$ cat src/hrca_pkg.sv
`timescale 1ns / 1ps
// shared widths, slot entry type and relation codes for the conditional add unit
// no dependencies; imported by every module of the block

package hrca_pkg;

  // slot count must have the form 2**SLOT_BITS - 1 (the hash folds on that)
  localparam int TABLE_ENTRIES = 8191;
  localparam int SLOT_BITS     = $clog2(TABLE_ENTRIES + 1);
  localparam int USED_W        = $clog2(TABLE_ENTRIES + 1);

  localparam int KEY_W = 63;
  localparam int AMT_W = 32;
  localparam int REL_W = 3;
  localparam int VAL_W = 64;

  localparam int IN_FIELDS_W  = 2 * KEY_W + 2 * AMT_W + 1 + REL_W;
  localparam int IN_TDATA_W   = ((IN_FIELDS_W + 7) / 8) * 8;
  localparam int OUT_FIELDS_W = 2 * VAL_W + 2;
  localparam int OUT_TDATA_W  = ((OUT_FIELDS_W + 7) / 8) * 8;

  localparam logic [REL_W-1:0] REL_LT = 3'd0;
  localparam logic [REL_W-1:0] REL_GT = 3'd1;
  localparam logic [REL_W-1:0] REL_EQ = 3'd2;
  localparam logic [REL_W-1:0] REL_LE = 3'd3;
  localparam logic [REL_W-1:0] REL_GE = 3'd4;
  localparam logic [REL_W-1:0] REL_NE = 3'd5;

  localparam logic [VAL_W-1:0] PEAK_RESET = {1'b1, {(VAL_W-1){1'b0}}};

  typedef struct packed {
    logic [KEY_W-1:0] key;
    logic [VAL_W-1:0] value;
  } entry_t;

endpackage

$ cat src/hrca_hash.sv
`timescale 1ns / 1ps
// home slot of a key: key mod TABLE_ENTRIES by folding SLOT_BITS-wide chunks
// two register stages; depends on hrca_pkg

module hrca_hash (
  input  logic                          clk,
  input  logic [hrca_pkg::KEY_W-1:0]    key,
  output logic [hrca_pkg::SLOT_BITS-1:0] home
);
  import hrca_pkg::*;

  localparam int CHUNKS = (KEY_W + SLOT_BITS - 1) / SLOT_BITS;
  localparam int PAD_W  = CHUNKS * SLOT_BITS;
  localparam int SUM_W  = SLOT_BITS + $clog2(CHUNKS);
  localparam int FOLD_W = SLOT_BITS + 1;

  logic [PAD_W-1:0]  key_pad;
  logic [SUM_W-1:0]  sum_comb;
  logic [SUM_W-1:0]  sum;
  logic [FOLD_W-1:0] fold;

  assign key_pad = {{(PAD_W - KEY_W){1'b0}}, key};

  // 2**SLOT_BITS is 1 modulo the slot count, so chunks simply add up
  always_comb begin
    sum_comb = '0;
    for (int i = 0; i < CHUNKS; i++) begin
      sum_comb = sum_comb + SUM_W'(key_pad[i*SLOT_BITS +: SLOT_BITS]);
    end
  end

  assign fold = FOLD_W'(sum[SLOT_BITS-1:0]) + FOLD_W'(sum[SUM_W-1:SLOT_BITS]);

  always_ff @(posedge clk) begin
    sum <= sum_comb;
    if (fold >= FOLD_W'(TABLE_ENTRIES)) begin
      home <= SLOT_BITS'(fold - FOLD_W'(TABLE_ENTRIES));
    end else begin
      home <= fold[SLOT_BITS-1:0];
    end
  end

endmodule

$ cat config.mk
export PLATFORM = sky130hd
export DESIGN_NAME = hrca_hash
export DESIGN_NICKNAME = d
export VERILOG_FILES = /design/src/hrca_pkg.sv /design/src/hrca_hash.sv
export SDC_FILE = /design/constraint.sdc
export NUM_CORES = 1
export LEC_CHECK = 0
export BUFFER_PORTS_ARGS = -buffer_cell sky130_fd_sc_hd__buf_2
export CAP_MARGIN = 10
export CORE_MARGIN = 2
export CORE_UTILIZATION = 45
export CTS_BUF_LIST = sky130_fd_sc_hd__clkbuf_8 sky130_fd_sc_hd__clkbuf_16
export DETAILED_ROUTE_END_ITERATION = 12
export PLACE_DENSITY = 0.7
export SYNTH_ARGS = -nofsm -noshare
export SYNTH_HDL_FRONTEND = slang
export SYNTH_SLANG_ARGS = --single-unit
$ cat constraint.sdc
create_clock -name clk -period 5.5 [get_ports clk]
set_input_delay 0.275 -clock clk [delete_from_list [all_inputs] [get_ports clk]]
set_output_delay 0.275 -clock clk [all_outputs]
set_load 0.01 [all_outputs]
# After elaboration in Yosys (flattened, before gate mapping)
# Cells that the tools add are included.
# totals
in_bits,64
word_cells,10
regBits,29
# classes
muxes,1
addsub,6
order_cmp,1
# ops
cell,count
$add 15x13->16,1
$add 16x11->16,1
$add 14x13->15,1
$add 13x13->14,1
$add 13x3->14,1
$ge 14x13->1 const B,1
$mux 13,1
$sub 13x13->13 const B,1

# Depth between registers and ports, before layout
# logic_depth
depth_word,4
depth_mapped,14
depth_no_buf,14

# Worst setup path before layout
# Ideal clock, no wire load.
# synth_timing
path_kind,in2reg
startpoint,in key[2] (netlist bit)
endpoint,reg sum[12]
t_arrival_ps,3405
cell_stages,14
setup_slack_ps,2022
path_buffers,0
required_time_ps,5428
cell_sequence,inv_1 -> fa_1 -> inv_1 -> fa_1 -> inv_1 -> fa_1 -> inv_1 -> ha_1 -> a211oi_1 -> o21bai_1 -> o311ai_0 -> a21boi_0 -> nor2b_1 -> xnor2_1
# synth_between
elab_chain_cells,4
# synth_lines
element,line_no,text
"start, declared",hrca_hash.sv:7,"input logic [hrca_pkg::KEY_W-1:0] key,"
$add 13x13->14,hrca_hash.sv:28,sum_comb = sum_comb + SUM_W'(key_pad[i*SLOT_BITS +: SLOT_BITS]);
$add 14x13->15,hrca_hash.sv:28,
$add 15x13->16,hrca_hash.sv:28,
$add 16x11->16,hrca_hash.sv:28,
net sum_comb[12],hrca_hash.sv:18,logic [SUM_W-1:0] sum_comb;
"end signal, assigned",hrca_hash.sv:35,sum <= sum_comb;
"end, declared",hrca_hash.sv:19,logic [SUM_W-1:0] sum;
# The timed path passes the listed nets, and every way through them passes these cells.

# Worst setup path after layout
# Ends and elaborated chain as after synthesis.

==> impl_metrics.yaml <==
run_status:
  outcome: "complete, no violations"
cells_and_area:
  multi_input_area_mm2: 0.001987
  areaGrowthSynthToFinish_pct: 17.94
  final.fill_count: 608
  ff_latch_area_um2: 580.6
  diodes: 0
  layout.nets: 541
  instances_no_fill: 495
  layout-drive-gt1-share_pct: 21.05
  fin_util_pct: 55.13
routing:
  drc_errors: 0
  drtIter0Drc: 29
  vias: 2394
  first_pass_iters: 4
  antenna_left: 0
  wl_per_cell_um: 10.83
  wirelength_um: 5360
  viasPerCell: 4.836
logic_synthesis:
  synth_xor_area_share_pct: 6.454
  yosysWarnings: 0
  synthFlopType: "dfxtp_1"
  syn_area_mm2: 0.002985
  synth_compound_area_share_pct: 15.34
  synth-simple-area-share_pct: 10.73
  synthCells: 340
  syn-num-nets: 463
  muxShareOfSynthArea_pct: 0
  synth_edf_count: 0
  synth-seq-cells: 29
  synth.avg_cell_area_um2: 8.780
  async_flop_share_pct: 0
  synth_top_family_by_area: "adder cells"
  ys_seq_area_share_pct: 19.45
  synth.distinct_cells: 52
  synth-adder-area-share_pct: 34.03
clock_tree:
  htree_num_levels: 2
  cts_hold_buf: 0
  clkTransAtPathRegs_ns: 0.06
  cts_setup_buffers: 0
  clock_path_buffers: 2
  cts-root-buf: "clkbuf_8"
  numCtsBuffers: 5
  insertion_delay_ns: 0.28
  clock_sinks: 29
  cts_tree: "built"
  cts_resized: 0
sta:
  finalCriticalPeriod_ns: 3.463
  setup_viol: 0
  period_share_pct: 62.96
  finClkSkew_ns: 0.002090
  fin_hold_ws_ns: 0.2297
  hold_viol_final: 0
  slew-limit-headroom_pct: 33.64
  grt_setup_unrepaired: "false"
  fmax_mhz: 288.8
  fin_setup_tns_ns: 0
  drv_slew: 0
  worstMarginPinSlew_ns: 0.9872
floorplanning:
  die_w_um: 85.45
  start_util_pct: 46.75
  num_rows: 29
  io_pins: 77
  coreArea_mm2: 0.006386
  die_area_mm2: 0.007302
  die_height_um: 85.45
hold_path:
  hold_path.class: "input port to register"
critical_path:
  r2r_setup_slack_ns: 2.37
  r2r-start: "sum[13]"
  end_kind: "register"
  crit_end: "sum[12]"
  worst-r2r-cell-count: 9
  cp_data_arrival_time_ns: 3.67
  startpoint: "key[2]"
  r2r-end: "home[7]"
  critical_path_class: "input port to register"
  path_max_fanout: 3
  start_kind: "input port"
  worst_ep_required_time_ns: 5.71
grt:
  antenna_found_initial: 0
  grt_pass1_wl_um: 9418
  grt_pass1_vias: 2311
  grt_max_degree: 12
  grt_use_total_pct: 15.90
  grt-ovfl-total: 0
power_and_ir_drop:
  ir_worst_vdd_v: 0.0003301
  p_leak_uw: 0.001888
  power_density_mw_per_mm2: 473.2
  power_uw: 1666
placed_design:
  place_hpwl_um: 4702
  gp_congestion: 0.8978
  port_buffers: 76
  post-place-cells: 488
run:
  maxCapViolCount: 0
[worst min-delay path by stage]
stage	cells past startpoint	startpoint	end	slack [ns]
after floorplan	1	key[52]	sum[0]	0.40
after CTS	2	key[52]	sum[0]	0.23
after global routing	2	key[52]	sum[0]	0.24
final	2	key[52]	sum[0]	0.23
after global placement	2	key[52]	sum[0]	0.51
after detailed placement	2	key[52]	sum[0]	0.52
[cell usage in the layout, fill, tap and decap left out, types with 3 or more instances in the layout]
cell type  netlist  final
nor2b_1          4      4
a21o_1           6      6
xnor2_1         14     14
a211oi_1         3      3
nand2b_1         3      3
buf_2            3     76
o21bai_1         3      3
clkbuf_8         0      6
o31ai_1          3      3
and3_1           3      3
o21ai_0          7      7
a21oi_1         14     14
nand2_1          9      9
nor2_1          14     14
xor2_1           8      8
inv_1          104    105
o21a_1           5      5
fa_1            37     37
nor3_1           3      3
nand3_1          7      7
ha_1            22     22
dfxtp_1         29     29
[cell type report]
class,count,area share [%]
sequential,29,16.49
tap,77,2.736
clock buffer,6,2.345
clock inverter,1,0.1066
inverter,104,11.09
multi-input combinational,202,56.43
timing repair buffer,76,10.80
[worst max-delay path: stages]
cell	delay [ns]
buf_2	0.07
inv_1	0.04
fa_1	0.53
inv_1	0.05
fa_1	0.49
inv_1	0.05
fa_1	0.56
inv_1	0.06
ha_1	0.30
a211oi_1	0.25
o21bai_1	0.15
o311ai_0	0.26
a21boi_0	0.25
nor2b_1	0.20
xnor2_1	0.13
[cell usage after synthesis, types with 3 or more instances]
master / count / share of area, %
dfxtp_1: 29 / 19
nand2_1: 9 / 1.1
buf_2: 3 / 0.50
nor2b_1: 4 / 0.84
nand2b_1: 3 / 0.63
nor2_1: 14 / 1.8
and3_1: 3 / 0.63
a21oi_1: 14 / 2.3
o31ai_1: 3 / 0.75
inv_1: 104 / 13
ha_1: 22 / 9.2
a21o_1: 6 / 1.5
o21bai_1: 3 / 0.75
a211oi_1: 3 / 0.75
nor3_1: 3 / 0.50
fa_1: 37 / 25
o21ai_0: 7 / 1.2
xnor2_1: 14 / 4.1
o21a_1: 5 / 1.3
nand3_1: 7 / 1.2
xor2_1: 8 / 2.3
[per-layer routing]
metal  GRT usage, %  vias to the layer above  share of wire (%)
li1               -                     1225                  -
met1          18.44                     1102                 41
met2          28.41                       59                 53
met3          3.599                        8                4.4
met4          6.061                        0                1.9
met5              0                        -                  0
[per-stage QoR]
step	setup slack, ns	area, um^2
after floorplan	2.022	2985
after global placement	1.822	3435
after detailed placement	1.707	3435
after CTS	2.005	3521
after global routing	1.681	3521
final	2.037	3521
[registers in the layout, summed over array words and instances (netlist names)]
register,flops
home,13
sum,16
[cell families after synthesis]
group / count (synthesis)
AO/OA/AOI/OAI: 64
XOR/XNOR: 22
adder cells (fa/ha/maj): 59
buffers and inverters: 109
flip-flops: 29
AND/OR/NAND/NOR: 57
[report_power, final]
part / leakage, uW / total, uW / internal [uW] / switching, uW
registers: 0.000244 / 416 / 331 / 84.5
clock network: 0.0000485 / 169 / 96.9 / 71.8
logic: 0.00160 / 1080 / 496 / 585
Note: power is estimated with default switching activity, not from simulation.
